## src/design/sglm_pkg.sv

```systemverilog
`default_nettype none
// ----------------------------------------------------------------------------
// sglm_pkg
// Types, constants and helpers shared by the sequence gap loss monitor.
// ----------------------------------------------------------------------------
package sglm_pkg;

	localparam int unsigned WORD_W        = 32;
	localparam int unsigned IN_TDATA_W    = 64;
	localparam int unsigned OUT_TDATA_W   = 296;
	localparam int unsigned QUEUE_DEPTH   = 4;
	localparam int unsigned QUEUE_AW      = 2;
	localparam logic [31:0] STALL_THR_RST = 32'd65217;
	localparam logic [31:0] ALL_ONES      = 32'hffff_ffff;

	// classified beat handed from the front to the back
	typedef struct packed {
		logic signed [31:0] gap;
		logic               ev;
		logic [31:0]        mag;
		logic [31:0]        ivl;
		logic               stall;
	} item_t;

	// result beat, last field in the lowest bits
	typedef struct packed {
		logic [4:0]         pad;
		logic               stall_flag;
		logic [31:0]        interval;
		logic [31:0]        largest_gap;
		logic [31:0]        smallest_gap;
		logic [31:0]        gap_events;
		logic [31:0]        total_lost;
		logic [31:0]        cluster_total;
		logic               cluster_closed;
		logic [31:0]        bin_count;
		logic [31:0]        gap_magnitude;
		logic               gap_event;
		logic signed [31:0] gap_signed;
	} result_t;

	// saturating unsigned add
	function automatic logic [31:0] sat_add(input logic [31:0] a, input logic [31:0] b);
		logic [32:0] s;
		s = {1'b0, a} + {1'b0, b};
		return s[32] ? ALL_ONES : s[31:0];
	endfunction

endpackage
`default_nettype wire

```

## src/design/sglm_ram.sv

```systemverilog
`default_nettype none
// ----------------------------------------------------------------------------
// sglm_ram
// Generic single-write, single-read RAM with registered read data.
// ----------------------------------------------------------------------------
module sglm_ram #(
	parameter int unsigned WIDTH = 32,
	parameter int unsigned DEPTH = 16
) (
	input  wire logic                     clk,
	input  wire logic                     we,
	input  wire logic [$clog2(DEPTH)-1:0] waddr,
	input  wire logic [WIDTH-1:0]         wdata,
	input  wire logic                     re,
	input  wire logic [$clog2(DEPTH)-1:0] raddr,
	output logic      [WIDTH-1:0]         rdata
);

	logic [WIDTH-1:0] mem_q [DEPTH];

	// write port
	always_ff @(posedge clk) begin
		if (we) begin
			mem_q[waddr] <= wdata;
		end
	end

	// registered read, returns the contents before a same-edge write
	always_ff @(posedge clk) begin
		if (re) begin
			rdata <= mem_q[raddr];
		end
	end

endmodule
`default_nettype wire

```

## src/design/sglm_fifo.sv

```systemverilog
`default_nettype none
// ----------------------------------------------------------------------------
// sglm_fifo
// Short queue of classified beats between the front and the back.
// ----------------------------------------------------------------------------
module sglm_fifo (
	input  wire logic           clk,
	input  wire logic           arst_n,
	input  wire logic           push,
	input  wire sglm_pkg::item_t push_data,
	output logic                full,
	input  wire logic           pop,
	output logic                head_vld,
	output sglm_pkg::item_t     head_data
);
	import sglm_pkg::*;

	item_t               ent_q [QUEUE_DEPTH];
	logic [QUEUE_AW-1:0] wr_ptr_q;
	logic [QUEUE_AW-1:0] rd_ptr_q;
	logic [QUEUE_AW:0]   cnt_q;
	logic                do_push;
	logic                do_pop;

	assign full      = (cnt_q == (QUEUE_AW+1)'(QUEUE_DEPTH));
	assign head_vld  = (cnt_q != '0);
	assign head_data = ent_q[rd_ptr_q];
	assign do_push   = push && !full;
	assign do_pop    = pop && head_vld;

	// storage
	always_ff @(posedge clk) begin
		if (do_push) begin
			ent_q[wr_ptr_q] <= push_data;
		end
	end

	// pointers and fill count
	always_ff @(posedge clk or negedge arst_n) begin
		if (!arst_n) begin
			wr_ptr_q <= '0;
			rd_ptr_q <= '0;
			cnt_q    <= '0;
		end else begin
			if (do_push) begin
				wr_ptr_q <= wr_ptr_q + 1'b1;
			end
			if (do_pop) begin
				rd_ptr_q <= rd_ptr_q + 1'b1;
			end
			if (do_push && !do_pop) begin
				cnt_q <= cnt_q + 1'b1;
			end else if (do_pop && !do_push) begin
				cnt_q <= cnt_q - 1'b1;
			end
		end
	end

endmodule
`default_nettype wire

```

## src/design/sglm_front.sv

```systemverilog
`default_nettype none
// ----------------------------------------------------------------------------
// sglm_front
// Accepts packet beats, tracks the previous sequence and tick, and
// classifies each beat: signed gap, magnitude, interval and stall.
// ----------------------------------------------------------------------------
module sglm_front (
	input  wire logic        clk,
	input  wire logic        arst_n,
	input  wire logic        cfg_we,
	input  wire logic [31:0] cfg_wdata,
	input  wire logic        in_vld,
	output logic             in_rdy,
	input  wire logic [31:0] seq,
	input  wire logic [31:0] tick,
	output logic             push,
	output sglm_pkg::item_t  push_data,
	input  wire logic        q_full
);
	import sglm_pkg::*;

	logic        seen_q;
	logic [31:0] prev_seq_q;
	logic [31:0] prev_tick_q;
	logic [31:0] thr_q;
	logic        vld_s1;
	logic [31:0] gap_s1;
	logic [31:0] ivl_s1;
	logic        acc;

	assign in_rdy = !vld_s1 || !q_full;
	assign acc    = in_vld && in_rdy;
	assign push   = vld_s1 && !q_full;

	// stall threshold register
	always_ff @(posedge clk or negedge arst_n) begin
		if (!arst_n) begin
			thr_q <= STALL_THR_RST;
		end else if (cfg_we) begin
			thr_q <= cfg_wdata;
		end
	end

	// previous packet state
	always_ff @(posedge clk or negedge arst_n) begin
		if (!arst_n) begin
			seen_q      <= 1'b0;
			prev_seq_q  <= '0;
			prev_tick_q <= '0;
		end else if (acc) begin
			seen_q      <= 1'b1;
			prev_seq_q  <= seq;
			prev_tick_q <= tick;
		end
	end

	// stage 1: gap and interval, zero for the first packet
	always_ff @(posedge clk or negedge arst_n) begin
		if (!arst_n) begin
			vld_s1 <= 1'b0;
		end else if (acc) begin
			vld_s1 <= 1'b1;
		end else if (push) begin
			vld_s1 <= 1'b0;
		end
	end

	always_ff @(posedge clk) begin
		if (acc) begin
			gap_s1 <= seen_q ? (seq + ~prev_seq_q) : '0;
			ivl_s1 <= seen_q ? (tick - prev_tick_q) : '0;
		end
	end

	// stage 2: magnitude, event and stall flags into the queue
	always_comb begin
		push_data.gap   = signed'(gap_s1);
		push_data.ev    = (gap_s1 != '0);
		push_data.mag   = gap_s1[31] ? (~gap_s1 + 32'd1) : gap_s1;
		push_data.ivl   = ivl_s1;
		push_data.stall = (ivl_s1 > thr_q);
	end

endmodule
`default_nettype wire

```

## src/design/sglm_back.sv

```systemverilog
`default_nettype none
// ----------------------------------------------------------------------------
// sglm_back
// Applies classified beats to the loss statistics, the cluster sum and the
// gap histogram, and holds the result beat in an output register.
// ----------------------------------------------------------------------------
module sglm_back #(
	parameter int unsigned NUM_BINS = 16
) (
	input  wire logic                          clk,
	input  wire logic                          arst_n,
	input  wire logic                          head_vld,
	input  wire sglm_pkg::item_t               head_data,
	output logic                               pop,
	output logic                               out_vld,
	input  wire logic                          out_rdy,
	output logic [sglm_pkg::OUT_TDATA_W-1:0]   out_data
);
	import sglm_pkg::*;

	localparam int unsigned BIN_AW = $clog2(NUM_BINS);

	logic [BIN_AW-1:0]   head_idx;
	logic                vld_s1;
	item_t               item_s1;
	logic [BIN_AW-1:0]   idx_s1;
	logic                bvld_s1;
	logic [NUM_BINS-1:0] bin_vld_q;
	logic                lw_vld_q;
	logic [BIN_AW-1:0]   lw_idx_q;
	logic [31:0]         lw_val_q;
	logic [31:0]         ram_rdata;
	logic [31:0]         bin_cur;
	logic [31:0]         bin_new;
	logic                adv;
	logic                bin_we;
	logic                closing;
	logic [31:0]         lost_q;
	logic [31:0]         events_q;
	logic [31:0]         min_q;
	logic [31:0]         max_q;
	logic [31:0]         streak_q;
	logic [31:0]         lost_n;
	logic [31:0]         events_n;
	logic [31:0]         min_n;
	logic [31:0]         max_n;
	logic                out_vld_q;
	result_t             res;
	result_t             res_q;

	// bin index at the queue head, top bin holds the overflow
	assign head_idx = (head_data.mag >= 32'(NUM_BINS - 1)) ? BIN_AW'(NUM_BINS - 1)
	                                                       : head_data.mag[BIN_AW-1:0];

	assign adv = vld_s1 && (!out_vld_q || out_rdy);
	assign pop = head_vld && (!vld_s1 || adv);

	// stage 1: histogram read issued as the beat leaves the queue
	always_ff @(posedge clk or negedge arst_n) begin
		if (!arst_n) begin
			vld_s1 <= 1'b0;
		end else if (pop) begin
			vld_s1 <= 1'b1;
		end else if (adv) begin
			vld_s1 <= 1'b0;
		end
	end

	always_ff @(posedge clk) begin
		if (pop) begin
			item_s1 <= head_data;
			idx_s1  <= head_idx;
			bvld_s1 <= bin_vld_q[head_idx];
		end
	end

	sglm_ram #(
		.WIDTH (WORD_W),
		.DEPTH (NUM_BINS)
	) u_bins (
		.clk   (clk),
		.we    (bin_we),
		.waddr (idx_s1),
		.wdata (bin_new),
		.re    (pop),
		.raddr (head_idx),
		.rdata (ram_rdata)
	);

	// current bin value: newest write wins, unwritten bins read as zero
	always_comb begin
		if (lw_vld_q && (lw_idx_q == idx_s1)) begin
			bin_cur = lw_val_q;
		end else if (bvld_s1) begin
			bin_cur = ram_rdata;
		end else begin
			bin_cur = '0;
		end
		bin_new = sat_add(bin_cur, 32'd1);
	end

	assign bin_we  = adv && item_s1.ev;
	assign closing = !item_s1.ev && (streak_q != '0);

	// bin valid bits and last-write forwarding register
	always_ff @(posedge clk or negedge arst_n) begin
		if (!arst_n) begin
			bin_vld_q <= '0;
			lw_vld_q  <= 1'b0;
			lw_idx_q  <= '0;
			lw_val_q  <= '0;
		end else if (bin_we) begin
			bin_vld_q[idx_s1] <= 1'b1;
			lw_vld_q          <= 1'b1;
			lw_idx_q          <= idx_s1;
			lw_val_q          <= bin_new;
		end
	end

	// next running statistics
	always_comb begin
		lost_n   = lost_q;
		events_n = events_q;
		min_n    = min_q;
		max_n    = max_q;
		if (item_s1.ev) begin
			lost_n   = sat_add(lost_q, item_s1.mag);
			events_n = sat_add(events_q, 32'd1);
			if (item_s1.mag < min_q) begin
				min_n = item_s1.mag;
			end
			if (item_s1.mag > max_q) begin
				max_n = item_s1.mag;
			end
		end
	end

	always_ff @(posedge clk or negedge arst_n) begin
		if (!arst_n) begin
			lost_q   <= '0;
			events_q <= '0;
			min_q    <= ALL_ONES;
			max_q    <= '0;
			streak_q <= '0;
		end else if (adv) begin
			lost_q   <= lost_n;
			events_q <= events_n;
			min_q    <= min_n;
			max_q    <= max_n;
			if (item_s1.ev) begin
				streak_q <= sat_add(streak_q, item_s1.mag);
			end else if (closing) begin
				streak_q <= '0;
			end
		end
	end

	// result beat
	always_comb begin
		res.pad            = '0;
		res.stall_flag     = item_s1.stall;
		res.interval       = item_s1.ivl;
		res.largest_gap    = max_n;
		res.smallest_gap   = (min_n == ALL_ONES) ? '0 : min_n;
		res.gap_events     = events_n;
		res.total_lost     = lost_n;
		res.cluster_total  = closing ? streak_q : '0;
		res.cluster_closed = closing;
		res.bin_count      = item_s1.ev ? bin_new : '0;
		res.gap_magnitude  = item_s1.mag;
		res.gap_event      = item_s1.ev;
		res.gap_signed     = item_s1.gap;
	end

	// output register
	always_ff @(posedge clk or negedge arst_n) begin
		if (!arst_n) begin
			out_vld_q <= 1'b0;
		end else if (adv) begin
			out_vld_q <= 1'b1;
		end else if (out_rdy) begin
			out_vld_q <= 1'b0;
		end
	end

	always_ff @(posedge clk) begin
		if (adv) begin
			res_q <= res;
		end
	end

	assign out_vld  = out_vld_q;
	assign out_data = res_q;

endmodule
`default_nettype wire

```

## src/design/sequence_gap_loss_monitor.sv

```systemverilog
`default_nettype none
// ----------------------------------------------------------------------------
// sequence_gap_loss_monitor
// Packet loss monitor: sequence gaps, loss totals, gap histogram, loss
// clusters and arrival stalls, one result beat per packet beat.
//
// channel   direction  tdata fields (lowest bit first)
// s_axis    in         seq_number, arrival_tick
// m_axis    out        gap_signed .. stall_flag (see port list)
// cfg       in         stall threshold, written when cfg_we is high
//
// One packet beat per cycle, sustained while result beats are taken; the
// histogram read-modify-write keeps pace by forwarding the last bin written.
// A result beat passes the front stage 1 register, the queue, the back stage 1
// register and the output register before it is offered.
// A four-entry queue parts the front from the back; the front stalls only
// when the queue is full, the back only when the result register is held.
// Reset clears all statistics and histogram bins at once.
// ----------------------------------------------------------------------------
module sequence_gap_loss_monitor #(
	parameter int unsigned NUM_BINS = 16
) (
	input  wire logic                              clk,
	input  wire logic                              arst_n,
	input  wire logic                              cfg_we,
	input  wire logic [31:0]                       cfg_wdata,
	input  wire logic                              s_axis_tvalid,
	output logic                                   s_axis_tready,
	// seq_number[31:0], arrival_tick[63:32]
	input  wire logic [sglm_pkg::IN_TDATA_W-1:0]   s_axis_tdata,
	output logic                                   m_axis_tvalid,
	input  wire logic                              m_axis_tready,
	// gap_signed[31:0], gap_event[32], gap_magnitude[64:33], bin_count[96:65],
	// cluster_closed[97], cluster_total[129:98], total_lost[161:130],
	// gap_events[193:162], smallest_gap[225:194], largest_gap[257:226],
	// interval[289:258], stall_flag[290], zero fill[295:291]
	output logic [sglm_pkg::OUT_TDATA_W-1:0]       m_axis_tdata
);
	import sglm_pkg::*;

	logic  push;
	item_t push_data;
	logic  q_full;
	logic  pop;
	logic  head_vld;
	item_t head_data;

	// front: accept and classify
	sglm_front u_front (
		.clk       (clk),
		.arst_n    (arst_n),
		.cfg_we    (cfg_we),
		.cfg_wdata (cfg_wdata),
		.in_vld    (s_axis_tvalid),
		.in_rdy    (s_axis_tready),
		.seq       (s_axis_tdata[31:0]),
		.tick      (s_axis_tdata[63:32]),
		.push      (push),
		.push_data (push_data),
		.q_full    (q_full)
	);

	// queue between the two halves
	sglm_fifo u_queue (
		.clk       (clk),
		.arst_n    (arst_n),
		.push      (push),
		.push_data (push_data),
		.full      (q_full),
		.pop       (pop),
		.head_vld  (head_vld),
		.head_data (head_data)
	);

	// back: statistics, histogram and result register
	sglm_back #(
		.NUM_BINS (NUM_BINS)
	) u_back (
		.clk       (clk),
		.arst_n    (arst_n),
		.head_vld  (head_vld),
		.head_data (head_data),
		.pop       (pop),
		.out_vld   (m_axis_tvalid),
		.out_rdy   (m_axis_tready),
		.out_data  (m_axis_tdata)
	);

endmodule
`default_nettype wire

```

## config.mk

```make
export PLATFORM = sky130hd
export DESIGN_NAME = sequence_gap_loss_monitor
export DESIGN_NICKNAME = d
export VERILOG_FILES = /design/src/design/sglm_pkg.sv /design/src/design/sglm_ram.sv /design/src/design/sglm_fifo.sv /design/src/design/sglm_front.sv /design/src/design/sglm_back.sv /design/src/design/sequence_gap_loss_monitor.sv
export SDC_FILE = /design/constraint.sdc
export NUM_CORES = 2
export LEC_CHECK = 0
export BUFFER_PORTS_ARGS = -buffer_cell sky130_fd_sc_hd__buf_4
export CAP_MARGIN = 20
export CORE_MARGIN = 3
export CORE_UTILIZATION = 55
export DETAILED_ROUTE_END_ITERATION = 12
export GPL_TIMING_DRIVEN = 0
export PLACE_DENSITY = 0.82
export SLEW_MARGIN = 20
export SYNTH_ARGS = -nofsm -noshare
export SYNTH_HDL_FRONTEND = slang
export SYNTH_SLANG_ARGS = --single-unit
export TNS_END_PERCENT = 50
```

## constraint.sdc

```tcl
create_clock -name clk -period 12.8 [get_ports clk]
set_input_delay 1.28 -clock clk [delete_from_list [all_inputs] [get_ports clk]]
set_output_delay 1.28 -clock clk [all_outputs]
set_load 0.005 [all_outputs]
```

==> impl_metrics.toml <==
[routing]
firstDrtPassIters = 7
avgRoutedWirePerCell_um = 23.9
drtAntennaViolNets = 0
wl_um = 194000
drcViolationCount = 0
drt-initial-drc-count = 6129
viasPerCell = 6.13
vias = 49800

[timing]
fin_crit_sh_pct = 47.8
finalSetupViolations = 0
fmax_mhz = 163
final-hold-violation-count = 0
fin_crit_ns = 6.12
grt_setup_unrepaired = "no"
worstMarginPinSlew_ns = 1.15
slew_headroom_pct = 22.1
skew_ns = 0.0345
final_max_slew_viol_count = 0
setup_slack_ns = 6.68

[synth]
syn_area_per_cell_um2 = 13.3
ys_seq_area_share_pct = 66.6
synth_cell_type_count = 91
synth-edff-count = 1388
syn_area_um2 = 74600
synth_ff_type = "edfxtp_1"
ys_warn_count = 0
postSynthCellCount = 5594
ys_ff_latch = 1708
async_flop_share_pct = 18.7

[worst_setup_path]
start_kind = "register"
cp_max_fo = 18
rr_startpoint = "u_back.idx_s1[1]"
critical_path_class = "register to register"
startpoint = "u_back.idx_s1[1]"
cp.required_ns = 13.52
worstPathArrival_ns = 6.84
crit_path_end_kind = "register"

[floorplanning]
die_w_um = 374
die-area_um2 = 140000
die_y_um = 374
core-area_um2 = 134000
start_util_pct = 55.6
io_pins = 399
fp-row-count = 134

[cts]
post_cts_resize_count = 0
clockRootBuffer = "clkbuf_16"
clkSinkCount = 1708
path_clk_slew_ns = 0.07
post_cts_buffers = 0
cts_tree = "yes"
cts_buffer_depth = 3
h-tree-depth = 4
cts_buffers = 170
worst_skew_pair.late_latency_ns = 0.81
hold_buffers = 0

[power]
power_uw = 22900
max-vdd-ir-drop_mv = 0.134
power.leakage_uw = 0.0329
p_per_area_nw_per_um2 = 263

[run]
drv_cap = 0

[finish]
drive_gt1_share_pct = 17.0
post-route-util_pct = 64.7
syn_to_final_growth_pct = 16.3
finalNetCount = 6550
diodes = 0

[global_routing]
overflow = 0
grtUsageTotal_pct = 27.4
antenna_found_initial = 4
grt_pass1_vias = 49500
grt_max_degree = 91
grt_pass1_wl_um = 296000

[hold_path]
hp-start = "u_back.item_s1[72]"
hold_class = "register to register"

[placement]
post-dp-hpwl_um = 135000
place_ws_ns = 6.95
port_buffers = 392
gp_congestion = 0.947

[status]
outcome = "finished clean"
[area by class of cell]
class | count | area, µm²
Sequential cell | 1708 | 49700
Inverter | 213 | 800
Clock inverter | 104 | 1200
Clock buffer | 211 | 4570
Fill cell | 9364 | 47300
Buffer | 275 | 1150
Multi-Input combinational cell | 3402 | 23100
Tap cell | 1768 | 2210
Timing Repair Buffer | 445 | 4030
[path summary, 6_finish.rpt]
path	endpoint	slack, ns	cells after the start
worst max-delay path	u_back.lw_val_q[30]	6.68	16
worst min-delay path	u_back.out_data[6]	0.42	0
worst max register to register	u_back.lw_val_q[30]	6.68	16
worst min register to register	u_back.out_data[6]	0.42	0
max in group asynchronous	u_back.min_q[18]	10.82	3
min in group asynchronous	u_front.prev_tick_q[18]	0.46	1
[cells in the mapped netlist (87+ instances only)]
cell	n	area (µm²)
a31oi_1	167	1040
xnor2_1	99	867
a21oi_1	201	1010
o21ai_0	320	1600
nor2_1	357	1340
nand3_1	122	611
edfxtp_1	1388	41700
xor2_1	88	771
a21o_1	87	653
mux2_2	113	1270
dfrtp_1	278	6960
mux4_2	94	2120
nand2_1	670	2510
clkbuf_1	201	754
inv_1	212	796
ha_1	229	2870
[cell families after synthesis]
family                     share of synthesized area (%)
other                                            0.00502
muxes                                               5.17
AOI/OAI and AO/OA                                   9.75
xor gates and xnor gates                            2.19
adders and majority gates                           3.97
DFF                                                 66.6
and+or+nand+nor                                     9.66
buffers and inverters                               2.61
[cells in the final DEF, fill, tap and decap left out, drive strengths merged, types with 88 or more instances in the layout]
cell / count
ha: 229
a21oi: 208
nor2: 360
o21ai: 324
nand2: 670
xnor2: 99
clkbuf: 413
a31oi: 167
mux2: 113
mux4: 94
xor2: 88
inv: 224
buf: 518
edfxtp: 1388
dfrtp: 278
nand3: 123
[stage by stage]
stage | cell area, µm² | hold slack (ns) | cells | TNS, ns
after floorplan | 74700 | 0.400 | 5598 | 0
after global placement | 79800 | 0.402 | 7758 | -650.84
after detailed placement | 81000 | 0.406 | 7811 | 0
after CTS | 86800 | 0.415 | 8126 | 0
after global routing | 86800 | 0.423 | 8126 | 0
final | 86800 | 0.416 | 8126 | 0
[power breakdown]
group / leakage [µW] / internal (µW) / switching, µW
sequential: 0.0168 / 8440 / 1110
clock: 0.00280 / 2980 / 2150
combinational: 0.0133 / 3160 / 5010
[sequential cells by signal (all words and copies together) (netlist names), 97 cells and up]
| register | flops |
|---|---|
| u_back.item_s1 | 97 |
| u_back.out_data | 290 |
| u_back.u_bins.mem_q | 512 |
| u_queue.ent_q | 388 |
[layer usage]
metal  share of wire, %  global-route usage (%)
met5              0.011                       0
met4                3.9                    10.5
met3                9.4                    5.10
met2                 48                    44.6
met1                 39                    37.0
[worst max-delay path, stage by stage, from the launching register on]
cell and delay, ns:
edfxtp_1 0.59, inv_1 0.20, o221ai_1 0.24, buf_2 0.28, nor3_4 0.44, clkbuf_1 0.52
buf_1 0.46, nand2_1 0.09, o21ai_0 0.10, ha_1 0.23, o221ai_1 0.17, or3_1 0.52
nor4b_2 0.51, nand2b_1 0.24, nor2_2 0.16, mux2i_2 0.95, mux2_2 0.31
No activity file was read; power rests on OpenSTA's default activity.
